File: src/rtl/core/button_gesture_classifier_macros.svh
// Assertion macros used by the button gesture classifier top level.
`ifndef BUTTON_GESTURE_CLASSIFIER_MACROS_SVH
`define BUTTON_GESTURE_CLASSIFIER_MACROS_SVH

// Check that a condition holds at every clock edge outside reset.
`define BGC_ASSERT_HOLDS(label, cond, msg) \
   label: assert property (@(posedge clock) disable iff (reset) (cond)) else $error(msg);

// Check that a cause always comes with its consequence in the same cycle.
`define BGC_ASSERT_IMPLIES(label, cause, effect, msg) \
   label: assert property (@(posedge clock) disable iff (reset) (cause) |-> (effect)) \
      else $error(msg);

`endif

File: src/rtl/core/bgc_pkg.sv
// Types and constants of the button gesture classifier.
package bgc_pkg;

   localparam int TIME_WIDTH      = 32;
   localparam int DEBOUNCE_WIDTH  = 10;
   localparam int LIMIT_WIDTH     = 16;
   localparam int CSR_INDEX_WIDTH = 2;
   localparam int CSR_DATA_WIDTH  = 16;
   localparam int REQ_DATA_WIDTH  = 40;
   localparam int RSP_DATA_WIDTH  = 8;

   // Event kinds carried on the request tuser bit
   localparam logic OP_EDGE = 1'b0;
   localparam logic OP_POLL = 1'b1;

   // Register indexes on the configuration channel
   localparam logic [CSR_INDEX_WIDTH-1:0] REG_DEBOUNCE = 2'd0;
   localparam logic [CSR_INDEX_WIDTH-1:0] REG_LONG     = 2'd1;
   localparam logic [CSR_INDEX_WIDTH-1:0] REG_WINDOW   = 2'd2;

   // Reset values of the registers
   localparam logic [DEBOUNCE_WIDTH-1:0] DEBOUNCE_RESET = 10'd8;
   localparam logic [LIMIT_WIDTH-1:0]    LONG_RESET     = 16'd600;
   localparam logic [LIMIT_WIDTH-1:0]    WINDOW_RESET   = 16'd250;

   typedef struct packed {
      logic [DEBOUNCE_WIDTH-1:0] debounce_ms;
      logic [LIMIT_WIDTH-1:0]    long_press_ms;
      logic [LIMIT_WIDTH-1:0]    double_window_ms;
   } cfg_type;

   typedef struct packed {
      logic                  operation;
      logic                  level_pressed;
      logic [TIME_WIDTH-1:0] now_ms;
   } event_type;

   typedef struct packed {
      logic active;
      logic long_press;
      logic double_press;
      logic single_press;
   } result_type;

endpackage

File: src/rtl/core/bgc_csr.sv
// Configuration registers of the button gesture classifier.
module bgc_csr (
   input  logic                                  clock,
   input  logic                                  reset,
   input  logic                                  csr_valid,
   output logic                                  csr_ready,
   input  logic [bgc_pkg::CSR_INDEX_WIDTH-1:0]   csr_index,
   input  logic [bgc_pkg::CSR_DATA_WIDTH-1:0]    csr_data,
   output bgc_pkg::cfg_type                      cfg
);

   bgc_pkg::cfg_type cfg_ff;
   bgc_pkg::cfg_type cfg_in;

   assign csr_ready = 1'b1;
   assign cfg       = cfg_ff;

   always_comb begin
      cfg_in = cfg_ff;
      if (csr_valid) begin
         unique case (csr_index)
            bgc_pkg::REG_DEBOUNCE:
               cfg_in.debounce_ms = csr_data[bgc_pkg::DEBOUNCE_WIDTH-1:0];
            bgc_pkg::REG_LONG:
               cfg_in.long_press_ms = csr_data[bgc_pkg::LIMIT_WIDTH-1:0];
            bgc_pkg::REG_WINDOW:
               cfg_in.double_window_ms = csr_data[bgc_pkg::LIMIT_WIDTH-1:0];
            default: ; // drop writes beyond the register list
         endcase
      end
   end

   always_ff @(posedge clock) begin
      if (reset) begin
         cfg_ff.debounce_ms      <= bgc_pkg::DEBOUNCE_RESET;
         cfg_ff.long_press_ms    <= bgc_pkg::LONG_RESET;
         cfg_ff.double_window_ms <= bgc_pkg::WINDOW_RESET;
      end else begin
         cfg_ff <= cfg_in;
      end
   end

endmodule

File: src/rtl/core/bgc_core.sv
// Press tracking state and the edge/poll classification logic.
module bgc_core (
   input  logic                 clock,
   input  logic                 reset,
   input  logic                 advance,
   input  bgc_pkg::event_type   evt,
   input  bgc_pkg::cfg_type     cfg,
   output bgc_pkg::result_type  result
);

   logic [bgc_pkg::TIME_WIDTH-1:0] last_edge_ff, last_edge_in;
   logic [bgc_pkg::TIME_WIDTH-1:0] press_time_ff, press_time_in;
   logic [bgc_pkg::TIME_WIDTH-1:0] first_rel_ff, first_rel_in;
   logic is_held_ff, is_held_in;
   logic awaiting_ff, awaiting_in;
   logic dbl_pending_ff, dbl_pending_in;
   logic long_consumed_ff, long_consumed_in;
   logic long_fired_ff, long_fired_in;

   logic [bgc_pkg::TIME_WIDTH-1:0] since_edge;
   logic [bgc_pkg::TIME_WIDTH-1:0] since_press;
   logic [bgc_pkg::TIME_WIDTH-1:0] since_first;
   logic [bgc_pkg::TIME_WIDTH-1:0] debounce_ext;
   logic [bgc_pkg::TIME_WIDTH-1:0] long_ext;
   logic [bgc_pkg::TIME_WIDTH-1:0] window_ext;
   logic edge_ok;
   logic hold_short;
   logic within_window;
   logic past_long;
   logic past_window;
   logic fire_long;

   // Differences wrap modulo 2^32
   assign since_edge  = evt.now_ms - last_edge_ff;
   assign since_press = evt.now_ms - press_time_ff;
   assign since_first = evt.now_ms - first_rel_ff;

   assign debounce_ext = {{(bgc_pkg::TIME_WIDTH-bgc_pkg::DEBOUNCE_WIDTH){1'b0}},
                          cfg.debounce_ms};
   assign long_ext     = {{(bgc_pkg::TIME_WIDTH-bgc_pkg::LIMIT_WIDTH){1'b0}},
                          cfg.long_press_ms};
   assign window_ext   = {{(bgc_pkg::TIME_WIDTH-bgc_pkg::LIMIT_WIDTH){1'b0}},
                          cfg.double_window_ms};

   assign edge_ok       = since_edge >= debounce_ext;
   assign hold_short    = since_press < long_ext;
   assign within_window = since_first <= window_ext;
   assign past_long     = since_press > long_ext;
   assign past_window   = since_first > window_ext;
   assign fire_long     = is_held_ff && !long_fired_ff && past_long;

   always_comb begin
      last_edge_in     = last_edge_ff;
      press_time_in    = press_time_ff;
      first_rel_in     = first_rel_ff;
      is_held_in       = is_held_ff;
      awaiting_in      = awaiting_ff;
      dbl_pending_in   = dbl_pending_ff;
      long_consumed_in = long_consumed_ff;
      long_fired_in    = long_fired_ff;
      result           = '0;

      if (evt.operation == bgc_pkg::OP_POLL) begin
         result.active = is_held_ff || awaiting_ff || dbl_pending_ff;
         if (fire_long) begin
            result.long_press = 1'b1;
            long_fired_in     = 1'b1;
            awaiting_in       = 1'b0;
            dbl_pending_in    = 1'b0;
            long_consumed_in  = 1'b1;
         end else if (!is_held_ff && long_fired_ff) begin
            long_fired_in = 1'b0;
         end
         // A double seen before this poll is reported even when a long press fires
         if (dbl_pending_ff) begin
            result.double_press = 1'b1;
            dbl_pending_in      = 1'b0;
            awaiting_in         = 1'b0;
         end else if (awaiting_ff && !is_held_ff && past_window) begin
            result.single_press = 1'b1;
            awaiting_in         = 1'b0;
         end
      end else if (edge_ok) begin
         last_edge_in = evt.now_ms;
         if (evt.level_pressed) begin
            is_held_in    = 1'b1;
            press_time_in = evt.now_ms;
         end else begin
            is_held_in = 1'b0;
            if (long_consumed_ff) begin
               // swallow the release that ends a long press
               long_consumed_in = 1'b0;
               awaiting_in      = 1'b0;
            end else if (hold_short) begin
               if (awaiting_ff && within_window) begin
                  dbl_pending_in = 1'b1;
                  awaiting_in    = 1'b0;
               end else begin
                  awaiting_in  = 1'b1;
                  first_rel_in = evt.now_ms;
               end
            end else begin
               awaiting_in = 1'b0;
            end
         end
      end
   end

   always_ff @(posedge clock) begin
      if (reset) begin
         last_edge_ff     <= '0;
         press_time_ff    <= '0;
         first_rel_ff     <= '0;
         is_held_ff       <= 1'b0;
         awaiting_ff      <= 1'b0;
         dbl_pending_ff   <= 1'b0;
         long_consumed_ff <= 1'b0;
         long_fired_ff    <= 1'b0;
      end else if (advance) begin
         last_edge_ff     <= last_edge_in;
         press_time_ff    <= press_time_in;
         first_rel_ff     <= first_rel_in;
         is_held_ff       <= is_held_in;
         awaiting_ff      <= awaiting_in;
         dbl_pending_ff   <= dbl_pending_in;
         long_consumed_ff <= long_consumed_in;
         long_fired_ff    <= long_fired_in;
      end
   end

endmodule

File: src/rtl/core/button_gesture_classifier.sv
// Button gesture classifier: single, double and long press detection.
//
// Request channel (req_): one event per transfer. tuser is the event kind,
// 0 for a pin edge and 1 for a poll. tdata carries the pin level in bit 0
// and the 32-bit millisecond timestamp in bits 32:1.
// Response channel (rsp_): exactly one result per request, in order. Edge
// events give an all-zero result; polls report single, double and long
// presses and whether the button was active before the poll.
// Configuration channel (csr_): index 0 debounce, 1 long-press limit,
// 2 double-press window; other indexes are ignored. Always ready.
// A request taken is held in the input register, classified combinationally and
// stored in the result register that drives rsp_. Throughput: one event per cycle while
// rsp_ is not stalled, set by the single combinational pass between the two registers.
// A stalled receiver holds the result register; one further request is
// held in the input register and then req_tready drops.
// Reset clears all press tracking and loads the default register values
// (8, 600 and 250 ms).
`include "button_gesture_classifier_macros.svh"

module button_gesture_classifier (
   input  logic                                  clock,
   input  logic                                  reset,
   input  logic                                  req_tvalid,
   output logic                                  req_tready,
   input  logic [bgc_pkg::REQ_DATA_WIDTH-1:0]    req_tdata,  // level_pressed, now_ms, zero pad
   input  logic                                  req_tuser,  // operation
   output logic                                  rsp_tvalid,
   input  logic                                  rsp_tready,
   output logic [bgc_pkg::RSP_DATA_WIDTH-1:0]    rsp_tdata,  // single, double, long, active, pad
   input  logic                                  csr_valid,
   output logic                                  csr_ready,
   input  logic [bgc_pkg::CSR_INDEX_WIDTH-1:0]   csr_index,
   input  logic [bgc_pkg::CSR_DATA_WIDTH-1:0]    csr_data
);

   bgc_pkg::cfg_type    cfg;
   bgc_pkg::event_type  evt_ff;
   bgc_pkg::result_type result;
   bgc_pkg::result_type rsp_ff;

   logic in_valid_ff, in_valid_in;
   logic rsp_valid_ff, rsp_valid_in;
   logic advance;
   logic req_fire;

   bgc_csr u_csr (
      .clock     (clock),
      .reset     (reset),
      .csr_valid (csr_valid),
      .csr_ready (csr_ready),
      .csr_index (csr_index),
      .csr_data  (csr_data),
      .cfg       (cfg)
   );

   bgc_core u_core (
      .clock   (clock),
      .reset   (reset),
      .advance (advance),
      .evt     (evt_ff),
      .cfg     (cfg),
      .result  (result)
   );

   // Move the held event into the result register when that register frees
   assign advance    = in_valid_ff && (!rsp_valid_ff || rsp_tready);
   assign req_tready = !in_valid_ff || advance;
   assign req_fire   = req_tvalid && req_tready;

   assign in_valid_in  = req_fire ? 1'b1 : (advance ? 1'b0 : in_valid_ff);
   assign rsp_valid_in = advance ? 1'b1 : (rsp_tready ? 1'b0 : rsp_valid_ff);

   assign rsp_tvalid = rsp_valid_ff;
   assign rsp_tdata  = {{(bgc_pkg::RSP_DATA_WIDTH-4){1'b0}}, rsp_ff};

   always_ff @(posedge clock) begin
      if (reset) begin
         in_valid_ff  <= 1'b0;
         rsp_valid_ff <= 1'b0;
      end else begin
         in_valid_ff  <= in_valid_in;
         rsp_valid_ff <= rsp_valid_in;
      end
      if (req_fire) begin
         evt_ff.operation     <= req_tuser;
         evt_ff.level_pressed <= req_tdata[0];
         evt_ff.now_ms        <= req_tdata[bgc_pkg::TIME_WIDTH:1];
      end
      if (advance) begin
         rsp_ff <= result;
      end
   end

   `BGC_ASSERT_IMPLIES(a_stall_only_when_full, !req_tready, rsp_valid_ff && !rsp_tready && in_valid_ff, "request stalled without a full pipeline")
   `BGC_ASSERT_HOLDS(a_single_alone, !(rsp_valid_ff && rsp_ff.single_press && (rsp_ff.double_press || rsp_ff.long_press)), "single press reported with another gesture")
   `BGC_ASSERT_IMPLIES(a_gesture_active, rsp_valid_ff && (rsp_ff.single_press || rsp_ff.double_press || rsp_ff.long_press), rsp_ff.active, "gesture reported while inactive")

endmodule

File: config.mk
export PLATFORM = sky130hd
export DESIGN_NAME = button_gesture_classifier
export DESIGN_NICKNAME = d
export VERILOG_FILES = /design/src/rtl/core/bgc_pkg.sv /design/src/rtl/core/bgc_csr.sv /design/src/rtl/core/bgc_core.sv /design/src/rtl/core/button_gesture_classifier.sv
export VERILOG_INCLUDE_DIRS = /design/src /design/src/rtl/core
export SDC_FILE = /design/constraint.sdc
export NUM_CORES = 1
export LEC_CHECK = 0
export BUFFER_PORTS_ARGS = -buffer_cell sky130_fd_sc_hd__clkbuf_2
export CELL_PAD_IN_SITES_DETAIL_PLACEMENT = 2
export CELL_PAD_IN_SITES_GLOBAL_PLACEMENT = 2
export CORE_MARGIN = 3
export CORE_UTILIZATION = 35
export CTS_CLUSTER_DIAMETER = 40
export DETAILED_ROUTE_END_ITERATION = 8
export PLACE_DENSITY_LB_ADDON = 0.1
export SYNTH_ARGS = -nofsm -noshare
export SYNTH_HDL_FRONTEND = slang
export SYNTH_HIERARCHICAL = 1
export SYNTH_SLANG_ARGS = --single-unit
File: constraint.sdc
create_clock -name clock -period 4.05 [get_ports clock]
set_input_delay 0.405 -clock clock [delete_from_list [all_inputs] [get_ports clock]]
set_output_delay 0.405 -clock clock [all_outputs]
set_load 0.03 [all_outputs]
==> results of run 1 <==
[power groups by stage]
stage	clock, uW	combinational [uW]	sequential [uW]
final	1920	2020	1990
after global routing	1990	2130	2000
after CTS	1840	1750	1980
after detailed placement	0	1600	2020
after global placement	0	1540	2010
after floorplan	0	893	2000
[cells in the mapped netlist (6+ instances only)]
cell type | number | area share (%)
nor4_1 | 12 | 0.53
buf_2 | 7 | 0.25
mux2i_1 | 115 | 8.1
o2111ai_1 | 6 | 0.37
nand3_1 | 32 | 1.1
and4_1 | 10 | 0.62
and3_1 | 6 | 0.27
a21oi_1 | 152 | 5.4
nand2b_1 | 63 | 2.8
nand4_1 | 66 | 2.9
clkbuf_1 | 66 | 1.8
xnor2_1 | 41 | 2.5
edfxtp_1 | 38 | 8.1
a31oi_1 | 17 | 0.75
nor3_1 | 24 | 0.85
o21bai_1 | 11 | 0.58
a211oi_1 | 16 | 0.85
nor2b_1 | 10 | 0.44
or3_1 | 7 | 0.31
buf_6 | 8 | 0.64
o211ai_1 | 20 | 1.1
a21o_1 | 35 | 1.9
inv_1 | 164 | 4.4
o31ai_1 | 25 | 1.3
ha_1 | 135 | 12
o31ai_2 | 13 | 1.1
xor2_1 | 16 | 0.99
buf_4 | 12 | 0.64
o21ai_0 | 63 | 2.2
nor2_1 | 160 | 4.2
nand2_1 | 82 | 2.2
dfxtp_1 | 145 | 21
o21a_1 | 25 | 1.3
[state kept, by name, summed over array words and instances, names as in the netlist]
register                 flops
u_core/last_edge_ff         32
evt_ff                      34
u_core/dbl_pending_ff        1
rsp_tdata                    4
in_valid_ff                  1
u_core/press_time_ff        32
u_core/long_consumed_ff      1
rsp_tvalid                   1
u_core/awaiting_ff           1
u_core/long_fired_ff         1
u_core/first_rel_ff         32
u_core/is_held_ff            1
u_csr/cfg                   42
[metal layers]
metal / share of wire, % / wire length, um
met4: 4.7 / 3794
met3: 6.5 / 5205
met2: 48 / 38420
met5: 0.016 / 13
met1: 41 / 32780
[area by class of cell]
cell class	count	area, um2	share of cell area [%]
antenna	3	7.507	0.03863
clock buffer	17	425.4	2.189
inverter	165	619.3	3.187
tap	525	656.9	3.380
sequential	183	4044	20.81
multi-input combinational	1270	9988	51.40
clock inverter	15	185.2	0.9529
timing repair buffer	415	3506	18.04
[placed cells by master (no fill, tap or decap), types with 14 or more instances in the layout]
cell type / netlist / final
buf_4: 12 / 297
inv_1: 164 / 161
nor2_1: 160 / 155
dfxtp_1: 145 / 145
a21oi_1: 152 / 133
ha_1: 135 / 125
mux2i_1: 115 / 91
nand2_1: 82 / 81
nand4_1: 66 / 66
clkbuf_2: 2 / 61
nand2b_1: 63 / 60
o21ai_0: 63 / 55
xnor2_1: 41 / 40
edfxtp_1: 38 / 38
a21o_1: 35 / 34
buf_6: 8 / 28
nand3_1: 32 / 28
o21a_1: 25 / 25
a21oi_2: 5 / 21
nor3_1: 24 / 21
clkbuf_16: 0 / 20
o211ai_1: 20 / 20
buf_12: 0 / 16
a31oi_1: 17 / 16
o31ai_2: 13 / 16
xor2_1: 16 / 14
[what timing repair did]
item                                    in CTS  in global routing
endpoints found under the setup margin     103                103
setup buffers                               26                 35
gates cloned                                13                  3
gates resized for setup                     81                131
pin swaps                                   24                 67
[stage by stage]
stage / instances / hold WS, ns / total power, uW / setup slack (ns) / utilization, %
6_report: 2593 / 0.08842 / 5933 / -1.278 / 48.80
5_1_grt: 2591 / 0.07853 / 6117 / -1.516 / 48.78
4_1_cts: 2563 / 0.08728 / 5565 / -0.9609 / 46.68
3_5_place_dp: 2493 / 0.4725 / 3618 / -1.195 / 42.70
3_3_place_gp: 2493 / 0.4516 / 3552 / -0.8833 / 42.70
2_1_floorplan: 1714 / 0.4443 / 2895 / 0.007592 / -
[cells by family (layout without fill, tap and decap cells)]
| group | after synthesis | after routing | synth area share, % |
|---|---|---|---|
| multiplexers | 117 | 117 | 8.297 |
| AO/OA/AOI/OAI | 452 | 452 | 21.41 |
| buffers and inverters | 261 | 612 | 7.749 |
| other | 2 | 8 | 0.05309 |
| adder cells (fa/ha/maj) | 138 | 138 | 12.37 |
| flip-flops | 183 | 183 | 28.59 |
| XOR/XNOR | 57 | 57 | 3.529 |
| AND/OR/NAND/NOR | 501 | 501 | 18.01 |
[worst reg2reg max path, cell delays in order, from the launching register on]
cell and delay, ns:
edfxtp_1 0.53, ha_1 0.39, o211ai_1 0.22, a21oi_2 0.08, o21a_1 0.23, nand2b_4 0.16, a31oi_2 0.21, xnor2_1 0.18
ha_1 0.30, nand4_1 0.20, nor2_1 0.10, o2bb2ai_1 0.13, nor4_1 0.22, buf_4 0.19, o2111ai_4 0.11, a211oi_2 0.23
nand4_1 0.17, nor4_4 0.38, buf_4 0.21, buf_4 0.11, a41o_4 0.20, buf_6 0.13, buf_16 0.15, o31ai_2 0.08
a21oi_1 0.30
[worst paths after layout]
path | start | endpoint | slack, ns | cells past startpoint
max | evt_ff[2]$_DFFE_PP_ | u_core/first_rel_ff[6]$_SDFFE_PP0P_ | -1.28 | 24
min | req_tdata[3] | evt_ff[2]$_DFFE_PP_ | 0.09 | 1
max reg2reg | evt_ff[2]$_DFFE_PP_ | u_core/first_rel_ff[6]$_SDFFE_PP0P_ | -1.28 | 24
min reg2reg | u_csr/cfg[24]$_SDFFE_PP0P_ | u_csr/cfg[24]$_SDFFE_PP0P_ | 0.49 | 2
==> metrics.csv, run 1 <==
stage;metric;value;unit
placement;postPlaceCellArea;17000;um2
grt;use_met2;51.82;%
timing;slew_viol_final;0;
timing;tns;-109.02;ns
placement;detailed_place_hpwl;46040;um
placement;gp_congestion;0.9681;
die;start_util;35.52;%
grt;use_met3;4.453;%
run;maxCapViolCount;0;
layout;layout-drive-gt1-share;29.35;%
worst_setup_path;worstPathArrival;5.71;ns
worst_setup_path;cp_top_family;compound AO/OA/AOI/OAI gates;
pwr;irDropWorstVdd;0.3142;mV
placement;port_buffers;62;
die;dieArea;42860;um2
grt;grt_pass1_wl;101400;um
logic_synthesis;ys_seq_area_share;28.59;%
pwr;power_density;305.3;nW/um2
grt;overflow;0;
logic_synthesis;syn_inst;1711;
clocking;cts_root_buf;clkbuf_16;
route;post_drt_wl_per_cell;30.93;um
route;drt_iter0_drc;1323;
timing;worst_pin_slew;0.9233;ns
grt;grt_antenna_before_repair;3;
layout;design_area;19430;um2
worst_setup_path;cpMaxStageDelayCell;edfxtp_1;
route;vias;15780;
logic_synthesis;synth_edf_count;38;
layout;synthToLayoutAreaGrowth;37.38;%
die;io_pins;75;
worst_setup_path;path_cells;ha_1 -> o211ai_1 -> a21oi_2 -> o21a_1 -> nand2b_4 -> a31oi_2 -> xnor2_1 -> ha_1 -> nand4_1 -> nor2_1 -> o2bb2ai_1 -> nor4_1 -> buf_4 -> o2111ai_4 -> a211oi_2 -> nand4_1 -> nor4_4 -> buf_4 -> buf_4 -> a41o_4 -> buf_6 -> buf_16 -> o31ai_2 -> a21oi_1;
worst_setup_path;critical_path_class;flip-flop to flip-flop;
worst_setup_path;timing.critical_path.mode_cell;buf_4;
route;drtAntennaViolNets;0;
grt;grt_pass1_vias;16250;
timing;max_freq;187.7;MHz
logic_synthesis;avgSynthCellArea;8.267;um2
die;die_x;207.0;um
clocking;clk_latency;0.51;ns
pwr;p_int;3713;uW
worst_setup_path;crit_path_end_kind;flip-flop;
clocking;clk_pin_slew_worst_paths;0.09;ns
worst_hold_path;hp-class;primary input to flip-flop;
logic_synthesis;dominantRegCellSynth;dfxtp_1;
pwr;p_leak;0.007749;uW
logic_synthesis;yosys_warnings;6;
worst_setup_path;required;4.43;ns
layout;nFillCells;4255;
grt;grt.busiest_layer;met2;
die;core-area;39820;um2
worst_setup_path;startpoint_type;flip-flop;
worst_setup_path;worst-path-buf-inv;5;
clocking;cts_num_sinks;183;
timing;min_period;5.328;ns
worst_setup_path;crit_fanout;8;
timing;rsz0062_at_grt;yes;
clocking;htree_levels;4;
grt;grtUsageTotal;30.55;%
worst_setup_path;crit_path_max_incr_delay;0.53;ns
pwr;clkPwrFrac;32.3;%
clocking;cts_inserted_buffers;17;
grt;met1_usage;40.15;%
pwr;switchingPower;2220;uW
die;num_rows;73;
timing;min_period_over_period;131.6;%
logic_synthesis;ys_seq_elements;183;
route;dr.pass1.iters;5;
route;vias_per_cell;6.087;
clocking;cts.path.max_buffers;2;
timing;setup_viol;103;
logic_synthesis;async_reset_ff_share;0;%
grt;grt_max_degree;108;
logic_synthesis;ys_types;82;
timing;setup_slack;-1.278;ns
timing;max_slew_margin;38.26;%
pwr;p_sw_share;37.42;%
pwr;p_seq_share;33.6;%
route;wirelength;80210;um
outcome;status;finished with violations;
clocking;hold_buffers;0;
timing;final_hold_viol_count;0;
pwr;p_comb_share;34.1;%
clocking;cts_tree;yes;
outcome;violations;setup timing;
route;drc;0;
logic_synthesis;syn_area;14140;um2
layout;final_nets;2254;
timing;skew;0.03294;ns
die;die-height;207.0;um
Note: power is estimated with default switching activity, not from simulation.
==> run 2, diff against run 1 <==
--- a/config.mk
+++ b/config.mk
@@ -13,6 +13,7 @@
 export CORE_UTILIZATION = 35
 export CTS_CLUSTER_DIAMETER = 40
 export DETAILED_ROUTE_END_ITERATION = 8
+export GPL_TIMING_DRIVEN = 0
 export PLACE_DENSITY_LB_ADDON = 0.1
 export SYNTH_ARGS = -nofsm -noshare
 export SYNTH_HDL_FRONTEND = slang
==> run 2 against run 1 <==
Against the previous run: the flow still finishes with violations (setup timing); register-to-register slack gained 0.24 ns; non-clock buffer count shrank 173; critical path type unchanged; total power shrank 12%; core utilization shrank 4.9 points; fmax grew 4.6%; setup slack gained 0.24 ns; combinational power shrank 23%; largest power group is now registers; die area is the same; sequential cell count is the same.
==> metrics.csv, run 2 (synthesis gave the netlist of run 1 again) <==
stage;metric;value;unit;change
clocking;clk_latency;0.47;ns;-0.04 ns
worst_setup_path;critical_path_class;flip-flop to flip-flop;;
pwr;p_leak;0.006630;uW;-14%
route;vias;13830;;-12%
outcome;status;finished with violations;;
die;io_pins;75;;unchanged
pwr;p_seq_share;38.0;%;+4.4 points
clocking;cts_inserted_buffers;17;;unchanged
pwr;p_comb_share;29.9;%;-4.2 points
grt;grt_pass1_vias;14900;;-8.3%
die;dieArea;42860;um2;unchanged
timing;rsz0062_at_grt;yes;;
pwr;p_int;3363;uW;-9.4%
pwr;clkPwrFrac;32.1;%;-0.2 points
layout;layout_commonest_cell;inv_1;;
placement;detailed_place_hpwl;42140;um;-8.5%
route;drc;0;;unchanged
pwr;irDropWorstVdd;0.3265;mV;+3.9%
layout;layout_common_cells;161 x inv_1, 155 x nor2_1, 145 x dfxtp_1;;
clocking;cts.path.max_buffers;2;;unchanged
layout;design_area;17490;um2;-10%
timing;min_period;5.093;ns;-0.2352 ns
clocking;cts_num_sinks;183;;unchanged
timing;setup_viol;103;;unchanged
route;wirelength;59170;um;-26%
placement;postPlaceCellArea;15210;um2;-11%
grt;grt_max_degree;35;;-68%
worst_setup_path;crit_path_max_incr_delay;0.44;ns;-0.09 ns
worst_setup_path;cp_top_family;compound AO/OA/AOI/OAI gates;;
route;vias_per_cell;5.720;;-6.0%
route;drt_iter0_drc;887;;-33%
clocking;hold_buffers;0;;unchanged
timing;setup_slack;-1.043;ns;+0.2352 ns
timing;skew;0.02274;ns;-0.01020 ns
layout;finalCoreUtilization;43.92;%;-4.9 points
worst_hold_path;min_from;req_tdata[4];;
route;drtAntennaViolNets;0;;unchanged
pwr;p_sw_share;35.84;%;-1.6 points
run;maxCapViolCount;0;;unchanged
worst_setup_path;required;4.37;ns;-0.06 ns
worst_setup_path;worstReg2RegStart;evt_ff[0]$_DFFE_PP_;;
grt;overflow;0;;unchanged
die;core-area;39820;um2;unchanged
timing;final_hold_viol_count;0;;unchanged
layout;layout-drive-gt1-share;19.50;%;-9.8 points
outcome;violations;setup timing;;
clocking;htree_levels;4;;unchanged
route;post_drt_wl_per_cell;24.48;um;-21%
route;dr.pass1.iters;6;;+1
layout;antenna_cells;0;;-3
timing;min_period_over_period;125.8;%;-5.8 points
clocking;cts_root_buf;clkbuf_16;;
timing;slew_viol_final;0;;unchanged
clocking;clk_pin_slew_worst_paths;0.08;ns;about the same
grt;grt_antenna_before_repair;0;;-3
die;die-height;207.0;um;unchanged
layout;synthToLayoutAreaGrowth;23.64;%;
placement;gp_congestion;0.8920;;-7.9%
layout;largest_register_ffs;42;;unchanged
die;start_util;35.52;%;unchanged
worst_setup_path;worst-path-buf-inv;7;;+2
worst_setup_path;startpoint_type;flip-flop;;
grt;grt_pass1_wl;88640;um;-13%
worst_setup_path;path_cells;inv_2 -> buf_6 -> ha_4 -> inv_2 -> fa_2 -> a211oi_2 -> o21bai_2 -> a21oi_2 -> buf_4 -> o21ai_2 -> xor2_1 -> ha_2 -> o211ai_1 -> o2111ai_1 -> a2111oi_2 -> nand4_1 -> and4b_2 -> a21o_1 -> buf_6 -> buf_12 -> buf_12 -> mux2i_2 -> nor2_1;;
layout;final_nets;2081;;-7.7%
worst_setup_path;crit_path_end_kind;flip-flop;;
timing;max_slew_margin;45.95;%;+7.7 points
die;num_rows;73;;unchanged
worst_hold_path;hp-class;primary input to flip-flop;;
worst_setup_path;crit_fanout;5;;-3
pwr;power_density;299.7;nW/um2;-1.8%
worst_setup_path;cpMaxStageDelayCell;edfxtp_1;;
clocking;cts_tree;yes;;
timing;worst_pin_slew;0.8022;ns;-0.1211 ns
grt;grtUsageTotal;26.21;%;-4.3 points
placement;port_buffers;62;;unchanged
worst_setup_path;worstPathArrival;5.41;ns;-0.30 ns
pwr;switchingPower;1879;uW;-15%
die;die_x;207.0;um;unchanged
timing;max_freq;196.3;MHz;+4.6%
worst_setup_path;critPathLaunch;evt_ff[0]$_DFFE_PP_;;
## run 2: changes by cell type in the layout (fill, tap and decap cells not counted), sizes merged
| cell | before | now |
|---|---|---|
| diode | 3 | 0 |
| buf | 349 | 115 |
| bufinv | 2 | 0 |
| bufbuf | 2 | 0 |
| clkbuf | 81 | 145 |
| clkinvlp | 0 | 1 |
## run 2: repair_timing
action,in CTS,in global routing
pin swaps,62,27
setup buffers,66,16
endpoints found under the setup margin,103,103
gates cloned,6,3
resized for setup,127,80
## run 2: worst paths after layout
kind | cells past startpoint | slack [ns] | to
worst max-delay path | 23 | -1.04 | u_core/last_edge_ff[7]$_SDFFE_PP0P_
worst max register to register | 23 | -1.04 | u_core/last_edge_ff[7]$_SDFFE_PP0P_
worst min register to register | 2 | 0.48 | u_core/first_rel_ff[26]$_SDFFE_PP0P_
worst min-delay path | 1 | 0.11 | evt_ff[3]$_DFFE_PP_
## run 2: area by class of cell
| type | instances | area (um2) |
|---|---|---|
| fillers | 4522 | 22330 |
| multi-input cells | 1270 | 9753 |
| flip-flops and latches | 183 | 4044 |
| repair buffers | 149 | 1172 |
| plain buffers | 93 | 670.6 |
| well taps | 525 | 656.9 |
| inverters | 165 | 619.3 |
| clock buffers | 18 | 439.2 |
| clock inverters | 14 | 133.9 |
## run 2: power by group through the flow
stage / registers, uW / logic [uW] / clock network (uW)
global placement: 2050 / 1220 / 0
floorplan: 2000 / 893 / 0
detailed placement: 2050 / 1270 / 0
finish: 1990 / 1560 / 1680
global route: 2000 / 1700 / 1790
CTS: 1990 / 1460 / 1720
## run 2: through the flow
stage	setup slack, ns	hold slack, ns	total power, uW	std cells	setup TNS [ns]
2_1_floorplan	0.007592	0.4443	2895	1714	0
5_1_grt	-1.175	0.09987	5494	2417	-106.22
6_report	-1.043	0.1146	5242	2417	-93.96
3_5_place_dp	-1.932	0.4679	3328	2301	-142.22
3_3_place_gp	-1.859	0.4576	3276	2301	-132.17
4_1_cts	-0.7431	0.09230	5174	2400	-68.84
## run 2: per-layer routing
metal	up-vias	wire length, um	track usage (%)	part of all wire, %
li1	6476	-	-	-
met1	7027	27560	35.16	47
met2	238	28240	43.43	48
met3	84	1846	4.286	3.1
met4	0	1527	7.818	2.6
met5	-	0	0	0
